### config.mk
export PLATFORM = sky130hd
export DESIGN_NAME = date_day_difference_top
export DESIGN_NICKNAME = d
export VERILOG_FILES = /design/src/rtl/ddd_pkg.sv /design/src/rtl/date_day_difference_top.sv /design/src/rtl/ddd_ctrl.sv /design/src/rtl/ddd_datapath.sv
export SDC_FILE = /design/constraint.sdc
export NUM_CORES = 1
export LEC_CHECK = 0
export ABC_AREA = 0
export ABC_CLOCK_PERIOD_IN_PS = 4300
export BUFFER_PORTS_ARGS = -buffer_cell sky130_fd_sc_hd__buf_4
export CAP_MARGIN = 10
export CORE_ASPECT_RATIO = 0.7
export CORE_MARGIN = 4
export CORE_UTILIZATION = 50
export CTS_BUF_LIST = sky130_fd_sc_hd__clkbuf_4
export DETAILED_ROUTE_END_ITERATION = 12
export GPL_TIMING_DRIVEN = 0
export PLACE_DENSITY = 0.72
export SYNTH_ARGS = -nofsm -noshare
export SYNTH_HDL_FRONTEND = slang
export SYNTH_SLANG_ARGS = --single-unit
### constraint.sdc
create_clock -name clk -period 4.3 [get_ports clk]
set_input_delay 0.215 -clock clk [delete_from_list [all_inputs] [get_ports clk]]
set_output_delay 0.215 -clock clk [all_outputs]
set_load 0.02 [all_outputs]
### src/rtl/ddd_pkg.sv
// ----------------------------------------------------------------------------
// ddd_pkg
// types, constants and calendar helpers shared by the day difference block
// ----------------------------------------------------------------------------
package ddd_pkg;

  localparam int unsigned DAY_W       = 5;
  localparam int unsigned MONTH_W     = 4;
  localparam int unsigned YEAR_W      = 14;
  localparam int unsigned COUNT_W     = 22;
  localparam int unsigned MOD_W       = 9;   // holds year mod 400
  localparam int unsigned ITER_W      = 3;

  localparam int unsigned YEAR_CYCLE  = 400;
  localparam int unsigned CENTURY     = 100;
  localparam int unsigned MAX_YEAR    = 9999;
  localparam int unsigned MONTHS      = 12;
  localparam int unsigned LEAP_FEB    = 29;
  // shift-subtract passes that bring any 14 bit year below 400
  localparam int unsigned REDUCE_STEPS = 6;

  typedef struct packed {
    logic [DAY_W-1:0]   first_day;
    logic [MONTH_W-1:0] first_month;
    logic [YEAR_W-1:0]  first_year;
    logic [DAY_W-1:0]   second_day;
    logic [MONTH_W-1:0] second_month;
    logic [YEAR_W-1:0]  second_year;
    logic               include_end_day;
  } ddd_in_t;

  typedef struct packed {
    logic [COUNT_W-1:0] day_count;
    logic               valid_res;
  } ddd_out_t;

  typedef enum logic [2:0] {
    ST_IDLE,
    ST_REDUCE,
    ST_CHECK,
    ST_STEP,
    ST_DONE
  } ddd_state_t;

  typedef struct packed {
    logic              load;
    logic              reduce;
    logic [ITER_W-1:0] shift;
    logic              check;
    logic              step;
  } ddd_cmd_t;

  typedef struct packed {
    logic dates_ok;
    logic date_eq;
  } ddd_stat_t;

  // leap year from year mod 400
  function automatic logic leap_of(input logic [MOD_W-1:0] r);
    logic c;
    c = (r == MOD_W'(CENTURY)) || (r == MOD_W'(2 * CENTURY)) ||
        (r == MOD_W'(3 * CENTURY));
    return (r[1:0] == 2'b00) && !c;
  endfunction

  // month length, zero for a month code that means nothing
  function automatic logic [DAY_W-1:0] month_len(input logic [MONTH_W-1:0] m,
                                                 input logic leap);
    logic [DAY_W-1:0] n;
    unique case (m)
      4'd1, 4'd3, 4'd5, 4'd7, 4'd8, 4'd10, 4'd12: n = DAY_W'(31);
      4'd4, 4'd6, 4'd9, 4'd11:                   n = DAY_W'(30);
      4'd2:    n = leap ? DAY_W'(LEAP_FEB) : DAY_W'(28);
      default: n = '0;
    endcase
    return n;
  endfunction

endpackage

### src/rtl/date_day_difference_top.sv
// ----------------------------------------------------------------------------
// date_day_difference_top
// absolute gregorian day difference between two dates, by day stepping
// ----------------------------------------------------------------------------
// An item is taken when start is high and busy is low; busy then stays high
// until the result beat has gone out. For two well formed dates that lie N
// days apart (N from 0 to 3652058) the day stepper advances the earlier date
// by one day per cycle until it meets the later one, after the year mod 400
// reduction passes and the date check. A malformed item is answered with
// valid_res low and a zero count. The next item can be taken in the cycle
// right after the result beat. The result sits on out_data for exactly one
// cycle, marked by out_strobe, and the receiver must take it then: the block
// never holds a result back and cannot be stalled.
// ----------------------------------------------------------------------------
module date_day_difference_top import ddd_pkg::*; (
  input  logic     clk,
  input  logic     rst_n,
  input  logic     start,
  output logic     busy,
  input  ddd_in_t  in_data,
  output logic     out_strobe,
  output ddd_out_t out_data
);

  ddd_cmd_t  cmd;    // controller to datapath
  ddd_stat_t stat;   // datapath to controller

  // sequencer
  ddd_ctrl u_ctrl (
    .clk        (clk),
    .rst_n      (rst_n),
    .start      (start),
    .stat       (stat),
    .cmd        (cmd),
    .busy       (busy),
    .out_strobe (out_strobe)
  );

  // calendar datapath
  ddd_datapath u_datapath (
    .clk      (clk),
    .in_data  (in_data),
    .cmd      (cmd),
    .stat     (stat),
    .out_data (out_data)
  );

`ifndef SYNTH
  // an accepted beat always makes the block busy
  a_accept_busy: assert property (@(posedge clk) disable iff (!rst_n)
    start && !busy |=> busy)
    else $error("accept did not raise busy");

  // a result beat lasts one cycle and frees the block right after
  a_single_beat: assert property (@(posedge clk) disable iff (!rst_n)
    out_strobe |=> !out_strobe && !busy)
    else $error("result beat longer than one cycle");

  // malformed item carries a zero count
  a_invalid_zero: assert property (@(posedge clk) disable iff (!rst_n)
    out_strobe && !out_data.valid_res |-> out_data.day_count == '0)
    else $error("nonzero count on malformed item");

  // no result beat without an item in flight
  a_beat_busy: assert property (@(posedge clk) disable iff (!rst_n)
    out_strobe |-> busy)
    else $error("result beat while idle");
`endif

endmodule

### src/rtl/ddd_ctrl.sv
// ----------------------------------------------------------------------------
// ddd_ctrl
// sequencer: year reduction passes, check, day stepping, result beat
// ----------------------------------------------------------------------------
module ddd_ctrl import ddd_pkg::*; (
  input  logic      clk,
  input  logic      rst_n,
  input  logic      start,
  input  ddd_stat_t stat,
  output ddd_cmd_t  cmd,
  output logic      busy,
  output logic      out_strobe
);

  ddd_state_t        state_r, state_nxt;
  logic [ITER_W-1:0] iter_r, iter_nxt;

  always_ff @(posedge clk) begin
    if (!rst_n) begin
      state_r <= ST_IDLE;
      iter_r  <= '0;
    end else begin
      state_r <= state_nxt;
      iter_r  <= iter_nxt;
    end
  end

  // next state
  always_comb begin
    state_nxt = state_r;
    iter_nxt  = iter_r;
    unique case (state_r)
      ST_IDLE: begin
        if (start) begin
          state_nxt = ST_REDUCE;
          iter_nxt  = ITER_W'(REDUCE_STEPS - 1);
        end
      end
      ST_REDUCE: begin
        if (iter_r == '0) state_nxt = ST_CHECK;
        else              iter_nxt  = iter_r - 1'b1;
      end
      ST_CHECK: begin
        state_nxt = ST_STEP;
      end
      ST_STEP: begin
        if (!stat.dates_ok || stat.date_eq) state_nxt = ST_DONE;
      end
      ST_DONE: begin
        state_nxt = ST_IDLE;
      end
      default: state_nxt = ST_IDLE;
    endcase
  end

  // outputs
  always_comb begin
    cmd        = '0;
    cmd.shift  = iter_r;
    busy       = (state_r != ST_IDLE);
    out_strobe = 1'b0;
    unique case (state_r)
      ST_IDLE:   cmd.load   = start;
      ST_REDUCE: cmd.reduce = 1'b1;
      ST_CHECK:  cmd.check  = 1'b1;
      ST_STEP:   cmd.step   = stat.dates_ok && !stat.date_eq;
      ST_DONE:   out_strobe = 1'b1;
      default:   cmd        = '0;
    endcase
  end

endmodule

### src/rtl/ddd_datapath.sv
// ----------------------------------------------------------------------------
// ddd_datapath
// item capture, year mod 400 reduction, date check and one-day stepper
// ----------------------------------------------------------------------------
module ddd_datapath import ddd_pkg::*; (
  input  logic      clk,
  input  ddd_in_t   in_data,
  input  ddd_cmd_t  cmd,
  output ddd_stat_t stat,
  output ddd_out_t  out_data
);

  ddd_in_t            item_r;
  logic [YEAR_W-1:0]  rem1_r, rem2_r;
  logic [DAY_W-1:0]   step_day_r;
  logic [MONTH_W-1:0] step_month_r;
  logic [YEAR_W-1:0]  step_year_r;
  logic [MOD_W-1:0]   step_mod_r;
  logic [DAY_W+MONTH_W+YEAR_W-1:0] target_date_r;
  logic [COUNT_W-1:0] day_counter_r;
  logic               ok_r;

  // reduction pass
  logic [YEAR_W:0]    thr;
  logic [YEAR_W-1:0]  rem1_nxt, rem2_nxt;

  always_comb begin
    thr      = (YEAR_W+1)'(YEAR_CYCLE) << cmd.shift;
    rem1_nxt = ({1'b0, rem1_r} >= thr) ? rem1_r - thr[YEAR_W-1:0] : rem1_r;
    rem2_nxt = ({1'b0, rem2_r} >= thr) ? rem2_r - thr[YEAR_W-1:0] : rem2_r;
  end

  // date check
  logic [DAY_W-1:0] len1, len2;
  logic             ok1, ok2, first_later;
  logic [DAY_W+MONTH_W+YEAR_W-1:0] key1, key2;

  always_comb begin
    len1 = month_len(item_r.first_month, leap_of(rem1_r[MOD_W-1:0]));
    len2 = month_len(item_r.second_month, leap_of(rem2_r[MOD_W-1:0]));
    ok1  = (item_r.first_month >= MONTH_W'(1)) && (item_r.first_month <= MONTH_W'(MONTHS)) &&
           (item_r.first_year >= YEAR_W'(1)) && (item_r.first_year <= YEAR_W'(MAX_YEAR)) &&
           (item_r.first_day >= DAY_W'(1)) && (item_r.first_day <= len1);
    ok2  = (item_r.second_month >= MONTH_W'(1)) &&
           (item_r.second_month <= MONTH_W'(MONTHS)) &&
           (item_r.second_year >= YEAR_W'(1)) && (item_r.second_year <= YEAR_W'(MAX_YEAR)) &&
           (item_r.second_day >= DAY_W'(1)) && (item_r.second_day <= len2);
    key1 = {item_r.first_year, item_r.first_month, item_r.first_day};
    key2 = {item_r.second_year, item_r.second_month, item_r.second_day};
    first_later = (key1 >= key2);
  end

  // one-day step
  logic [DAY_W-1:0] step_len;
  logic             end_of_month, end_of_year;

  always_comb begin
    step_len     = month_len(step_month_r, leap_of(step_mod_r));
    end_of_month = (step_day_r >= step_len);
    end_of_year  = (step_month_r >= MONTH_W'(MONTHS));
  end

  always_ff @(posedge clk) begin
    if (cmd.load) begin
      item_r <= in_data;
      rem1_r <= in_data.first_year;
      rem2_r <= in_data.second_year;
    end
    if (cmd.reduce) begin
      rem1_r <= rem1_nxt;
      rem2_r <= rem2_nxt;
    end
    if (cmd.check) begin
      ok_r          <= ok1 && ok2;
      day_counter_r <= '0;
      if (ok1 && ok2) begin
        if (first_later) begin
          target_date_r <= key1;
          step_day_r    <= item_r.second_day;
          step_month_r  <= item_r.second_month;
          step_year_r   <= item_r.second_year;
          step_mod_r    <= rem2_r[MOD_W-1:0];
        end else begin
          target_date_r <= key2;
          step_day_r    <= item_r.first_day;
          step_month_r  <= item_r.first_month;
          step_year_r   <= item_r.first_year;
          step_mod_r    <= rem1_r[MOD_W-1:0];
        end
      end
    end
    if (cmd.step) begin
      day_counter_r <= day_counter_r + 1'b1;
      if (!end_of_month) begin
        step_day_r <= step_day_r + 1'b1;
      end else begin
        step_day_r <= DAY_W'(1);
        if (!end_of_year) begin
          step_month_r <= step_month_r + 1'b1;
        end else begin
          step_month_r <= MONTH_W'(1);
          step_year_r  <= step_year_r + 1'b1;
          step_mod_r   <= (step_mod_r == MOD_W'(YEAR_CYCLE - 1)) ? '0
                                                                 : step_mod_r + 1'b1;
        end
      end
    end
  end

  always_comb begin
    stat.dates_ok = ok_r;
    stat.date_eq  = ({step_year_r, step_month_r, step_day_r} == target_date_r);
    out_data.valid_res = ok_r;
    out_data.day_count = ok_r ? day_counter_r + COUNT_W'(item_r.include_end_day) : '0;
  end

endmodule
### Word-level counts from Yosys, hierarchy flattened

Cells that the tools add are included.

* flip-flop bits (word level): 159
* input bits: 50
* output and inout bits: 25
* word-level logic and storage cells: 205

* add/subtract/negate cells: 9
* magnitude comparators: 17
* equal/unequal tests: 57
* shift operators: 1
* muxes and demuxes: 53
* reductions and logical operators: 50

Operators with widths (number)
* 14-bit 2-to-1 mux: 12
* 22-bit 2-to-1 mux: 3
* 9-bit 2-to-1 mux: 7
* 4-bit equality test, second input constant: 15
* 4-bit by 3-bit equality test with 1-bit output, second input constant: 12
* 5-bit case mux with 3 select lines: 3
* 9-bit equality test, second input constant: 4
* 14-bit by 15-bit greater-or-equal comparator with 1-bit output: 2
* 14-bit by 1-bit greater-or-equal comparator with 1-bit output, second input constant: 2
* 14-bit less-or-equal comparator, second input constant: 2
* 14-bit subtractor: 2
* 9-bit by 7-bit equality test with 1-bit output, second input constant: 3
* 9-bit by 8-bit equality test with 1-bit output, second input constant: 3
* 5-bit 2-to-1 mux: 5
* 4-bit by 2-bit equality test with 1-bit output, second input constant: 6
* 4-bit 2-to-1 mux: 6
* 23-bit equality test: 1
* 23-bit greater-or-equal comparator: 1
* 23-bit 2-to-1 mux: 1
* 22-bit by 1-bit adder with 22-bit output: 1
* 22-bit by 1-bit adder with 22-bit output, second input constant: 1
* 7-bit OR reduction: 3
* 3-bit 2-to-1 mux: 6
* 1-bit logical AND: 15
* other kinds (31): 71

### Logic depth before layout (Yosys ltp)

* depth after elaboration: 15
* gate-level depth with buffers: 17
* gate-level depth less buffers: 15

### Hierarchy

Synthesis repeated with hierarchy kept, for this count alone.

* cell total of the unflattened synthesis: 986
* area, all modules: 10262.3 um2

By module, submodules not included
* ddd_datapath: instances 1, cells an instance 940, area each 9857.0 um2, sequential area each 4324.1 um2
* ddd_ctrl: instances 1, cells an instance 46, area each 405.4 um2, sequential area each 120.1 um2

### Worst setup path before layout

OpenSTA, ideal clock, no wires.

* path type: reg-to-reg
* from: register u_ctrl.state_r[0]
* to: register u_datapath.rem1_r[10] (enable)
* library setup time: 0.394 ns
* data arrival time: 3.633 ns
* required time: 3.906 ns
* setup slack: 0.273 ns
* cell stages (with the launch flop): 14
* path buffers: 1
* period minus slack after synthesis: 4.027 ns
* cell sequence: dfxtp_1 -> clkbuf_1 -> o21ai_1 -> nand2_1 -> ha_1 -> nor2_1 -> a21oi_1 -> ha_1 -> nand4_1 -> or4b_2 -> nor4_1 -> a211o_1 -> a21oi_1 -> o21ai_0

* longest elaborated chain between the ends: 7
* elaborated cells on any way between the ends: 14
* those cells by class: 1 x order compare; 5 x eq/ne; 1 x shift; 3 x mux; 4 x reduce/logical

Ends and longest elaborated chain
* from (decl): RTL line ddd_ctrl.sv:15 `ddd_state_t state_r, state_nxt;`
* from (signal assigned): RTL line ddd_ctrl.sv:23 `state_r <= state_nxt;`
* 3-bit by 1-bit equality test with 1-bit output (tied with other cells): RTL line ddd_ctrl.sv:62 `unique case (state_r)`
* 5-bit OR reduction (no source line)
* 3-bit 2-to-1 mux: RTL line ddd_ctrl.sv:62
* 9-bit by 3-bit left shift with 15-bit output: RTL line ddd_datapath.sv:28 `thr = (YEAR_W+1)'(YEAR_CYCLE) << cmd.shift;`
* 14-bit by 15-bit greater-or-equal comparator with 1-bit output: RTL line ddd_datapath.sv:29 `rem1_nxt = ({1'b0, rem1_r} >= thr) ? rem1_r - thr[YEAR_W-1:0] : rem1_r;`
* 2-bit by 1-bit inequality test with 1-bit output (no source line)
* 2-bit AND reduction (no source line) (*)
* to (signal assigned): RTL line ddd_datapath.sv:66 `rem1_r <= in_data.first_year;`
* to (signal assigned): RTL line ddd_datapath.sv:70 `rem1_r <= rem1_nxt;`
* to (decl): RTL line ddd_datapath.sv:14 `logic [YEAR_W-1:0] rem1_r, rem2_r;`

Mark *: on every way between the ends. The rest lies on a longest branch, timed or not.
A chain may end at the register's enable or synchronous reset.

### Worst setup path in the final report

* from: register u_datapath.rem2_r[2]
* to: register u_datapath.step_day_r[1] (enable)

* longest elaborated chain between the ends: 12
* elaborated cells on any way between the ends: 14
* those cells by class: 1 x order compare; 3 x eq/ne; 2 x mux; 8 x reduce/logical

Ends and longest elaborated chain
* from (decl): RTL line ddd_datapath.sv:14
* from (signal assigned): RTL line ddd_datapath.sv:67 `rem2_r <= in_data.second_year;`
* from (signal assigned): RTL line ddd_datapath.sv:71 `rem2_r <= rem2_nxt;`
* 9-bit by 7-bit equality test with 1-bit output or 9-bit by 8-bit equality test with 1-bit output (tied branches): RTL line ddd_pkg.sv:61 `c = (r == MOD_W'(CENTURY)) || (r == MOD_W'(2 * CENTURY)) ||`
* 1-bit logical OR: RTL line ddd_pkg.sv:61
* 1-bit logical OR (*): RTL line ddd_pkg.sv:61
* 1-bit logical NOT (*): RTL line ddd_pkg.sv:63 `return (r[1:0] == 2'b00) && !c;`
* 1-bit logical AND (*): RTL line ddd_pkg.sv:63
* 1-bit 2-to-1 mux (*): RTL line ddd_pkg.sv:73 `4'd2: n = leap ? DAY_W'(LEAP_FEB) : DAY_W'(28);`
* 5-bit case mux with 3 select lines (*): RTL line ddd_pkg.sv:70 `unique case (m)`
* 5-bit less-or-equal comparator (*): RTL line ddd_datapath.sv:47 `(item_r.second_day >= DAY_W'(1)) && (item_r.second_day <= len2);`
* 1-bit logical AND (*): RTL line ddd_datapath.sv:47
* 1-bit logical AND (*): RTL line ddd_datapath.sv:76 `if (ok1 && ok2) begin`
* 2-bit nonzero test (no source line) (*)
* 2-bit AND reduction (no source line) (*)
* to (signal assigned): RTL line ddd_datapath.sv:79 `step_day_r <= item_r.second_day;`
* to (signal assigned): RTL line ddd_datapath.sv:85 `step_day_r <= item_r.first_day;`
* to (signal assigned): RTL line ddd_datapath.sv:95 `step_day_r <= step_day_r + 1'b1;`
* to (decl): RTL line ddd_datapath.sv:15 `logic [DAY_W-1:0] step_day_r;`

Marked as above.

==> impl_results.md <==
* Post-synth EDFFs at roughly 130
* Clock Skew at between 0.01 and 0.015 ns
* Syn Inst Count at 1020
* Headroom to the max-slew limit at 0.3349
* Synthesized flop and latch total at 159
* Pwr Density at 568.2 nW/um^2
* # IOs at 75
* Multi-input logic area at 5251 um^2
* CP Class: register to register
* CTS tree: done
* Most common cell on crit path: o21ai_0
* Max-cap violations at 0
* Num CTS Buffers at 17
* Top FF cell, synth: edfxtp_1
* Tot GR Track Use at 0.2354
* Area growth, synth to finish at 17.27%
* Vias post-DR at 8338
* Unique masters post-synth at 65
* H-tree depth at 4
* Max Slew Vio Count at 0
* Clock-pin slew on the worst setup and hold paths at ~0.14 ns
* Initial antenna violation count at 0
* DP Wirelength at between 15000 and 20000 um
* Root buf cell: clkbuf_4
* CP Launch Type: register
* Vias in the first global route at between 7000 and 8000
* Setup WS post-layout at between 0.1 and 0.15 ns
* Seq/Total Area, Yosys at 0.4403
* Critical Path Max Stage Delay at 0.88 ns
* Critical Path, Cell by Cell: o21ai_0 -> nand4b_1 -> o21ai_0 -> a2111oi_0 -> o221ai_1 -> o21ai_0 -> ha_1 -> nor2_1 -> o32ai_1 -> nand4_1 -> nor3_1 -> buf_2 -> buf_2 -> nand2b_1
* RSZ-0062 raised after global routing: no
* CP max-delay cell: a2111oi_0
* Final min period at 4.194 ns
* Mean Syn Cell Area at 9.897 um^2
* Critical path fanouts, max at 10
* # nets final at 1290
* Fill count at 1683
* Final period utilization at 0.9754
* Die Area at 22560 um^2
* DRT Pass-1 Iters at 5
* GRT overflow at 0
* Count of final setup violators at 0
* Die width at 177.8 um
* Worst-Margin Slew at around 0.97 ns
* Routed length per instance at 18.40 um
* Leak at 0.004720 uW
* Worst path top cell family by delay: compound AO/OA/AOI/OAI gates
* Clock latency on the worst-skew pair at 0.58 ns
* Port buffer count at 74
* Initial drt markers at 967
* Endpoint class of the critical path: register
* Die H at roughly 130 um
* Register area at 4444 um^2
* Core Area at between 15000 and 20000 um^2
* Final-report hold violation count at 0
* Routed Antenna Nets at 0
* Std cell rows at between 40 and 50
* Residual DRC at 0
* Initial Util at 0.5099
* Final wirelength at roughly 27000 um
* CP arrival at 4.46 ns
* Worst VDD drop at roughly 0.0004 V
* First-pass GRT wire length at 41280 um
* Layout cells sized above 1 at 0.1469
* Placer Congestion at 0.9310
* Syn_nets at 1145
* Buf/Inv on CP at 2
* Synth async-reset ratio at 0
* Clock Path Buffers at 2
* Pre-CTS WS at 0.05957 ns
* Max Freq at approximately 0.24 GHz
* Status: completed
* Post-Route Setup TNS at 0 ns
* Worst path required time at 4.57 ns
* Pin count of the biggest net entering global routing at 46
* CTS sink cnt at roughly 160
* Avg Vias per Cell at 5.754
* Hold WC Path Type: input port to register
* Synth warn at 0
* Post-Synthesis Cell Area at 10090 um^2
per-stage QoR:
| stage | instances | power [uW] | area, um^2 | util | hold slack [ns] |
|---|---|---|---|---|---|
| 2_1_floorplan | 1020 | 4797 | 10090 | - | 0.3139 |
| 3_3_place_gp | 1364 | 5580 | 10990 | 0.5550 | 0.3929 |
| 3_5_place_dp | 1367 | 5682 | 11020 | 0.5567 | 0.3945 |
| 4_1_cts | 1448 | 6685 | 11810 | 0.5965 | 0.3134 |
| 5_1_grt | 1448 | 7206 | 11840 | 0.5978 | 0.3104 |
| 6_report | 1449 | 6726 | 11840 | 0.5979 | 0.3493 |
Yosys cell counts (22+ instances only):
cell / number / area (um^2)
mux2i_1: 30 / 300.3
o21ai_0: 79 / 395.4
nor2_1: 49 / 183.9
xor2_1: 39 / 341.6
xnor2_1: 33 / 289.0
inv_1: 48 / 180.2
nor3_1: 26 / 130.1
edfxtp_1: 126 / 3784
dfxtp_1: 33 / 660.6
and2_1: 24 / 150.1
clkbuf_1: 22 / 82.58
nand3_1: 31 / 155.2
a21oi_1: 55 / 275.3
ha_1: 75 / 938.4
nand2_1: 109 / 409.1
nand4_1: 27 / 168.9
worst paths after layout:
path,start,end,slack (ns),cells after the start
max,u_datapath.rem2_r[2],u_datapath.step_day_r[1],0.11,14
min,in_data[0],u_datapath.item_r[0],0.35,2
max reg2reg,u_datapath.rem2_r[2],u_datapath.step_day_r[1],0.11,14
min reg2reg,u_datapath.step_mod_r[0],u_datapath.step_mod_r[0],0.57,1
layer usage:
| layer | track usage | up-vias | share of wire |
|---|---|---|---|
| met5 | 0 | - | 0 |
| met4 | 0.05727 | 0 | 0.017 |
| met3 | 0.04647 | 34 | 0.082 |
| met2 | 0.3487 | 347 | 0.44 |
| met1 | 0.3557 | 3911 | 0.46 |
| li1 | - | 4046 | - |
worst reg2reg max path: cells and delay by family, from the launching register on:
| family | cells | cell delay [ns] |
|---|---|---|
| fa+ha+maj | 1 | 0.18 |
| buf+inv | 2 | 0.64 |
| simple gates | 5 | 0.84 |
| flops | 1 | 0.48 |
| compound gates | 6 | 1.76 |
what timing repair did:
item / CTS / global route
hold buffers: 49 / 0
buffers inserted: 0 / 0
resized for setup: 0 / 5
hold endpoints to repair: 81 / 0
setup endpoints to repair: 0 / 52
registers in the layout, summed over array words and instances, names as in the netlist:
register                  count
u_ctrl.iter_r                 3
u_datapath.step_year_r       14
u_ctrl.state_r                3
u_datapath.day_counter_r     22
u_datapath.target_date_r     23
u_datapath.step_mod_r         9
u_datapath.ok_r               1
u_datapath.step_day_r         5
u_datapath.step_month_r       4
u_datapath.item_r            47
u_datapath.rem2_r            14
u_datapath.rem1_r            14
placed cells by master (no fill, tap or decap), types with 30 or more instances in the layout:
master	synthesis	final
edfxtp_1	126	126
nor2_1	49	49
a21oi_1	55	55
dfxtp_1	33	33
mux2i_1	30	30
nand2_1	109	109
nand3_1	31	31
ha_1	75	75
xor2_1	39	39
o21ai_0	79	77
dlygate4sd3_1	0	49
xnor2_1	33	33
buf_4	5	81
inv_1	48	47
logic make-up (layout without fill, tap and decap cells):
| family | count (synthesis) | count (layout) | synth area share |
|---|---|---|---|
| other | 0 | 1 | 0 |
| AO/OA/AOI/OAI | 214 | 214 | 0.1388 |
| buffers and inverters | 97 | 255 | 0.04177 |
| adder cells (fa/ha/maj) | 75 | 75 | 0.09296 |
| AND/OR/NAND/NOR | 363 | 363 | 0.1828 |
| multiplexers | 40 | 40 | 0.04090 |
| flip-flops | 159 | 159 | 0.4403 |
| XOR/XNOR | 72 | 72 | 0.06247 |
layout make-up:
type / instances / area share
inverter: 48 / 0.01522
clock inverter: 15 / 0.01427
buffer: 49 / 0.02061
sequential: 159 / 0.3754
timing repair buffer: 126 / 0.09132
antenna: 1 / 0.0002114
tap: 270 / 0.02854
clock buffer: 17 / 0.01078
multi-input combinational: 764 / 0.4436
power breakdown:
group / total [uW] / switching, uW / leakage, uW / internal, uW
clock network: 969 / 569 / 0.000151 / 399
logic: 3140 / 1790 / 0.00311 / 1360
registers: 2610 / 428 / 0.00146 / 2180
(Power assumes the default switching activity.)
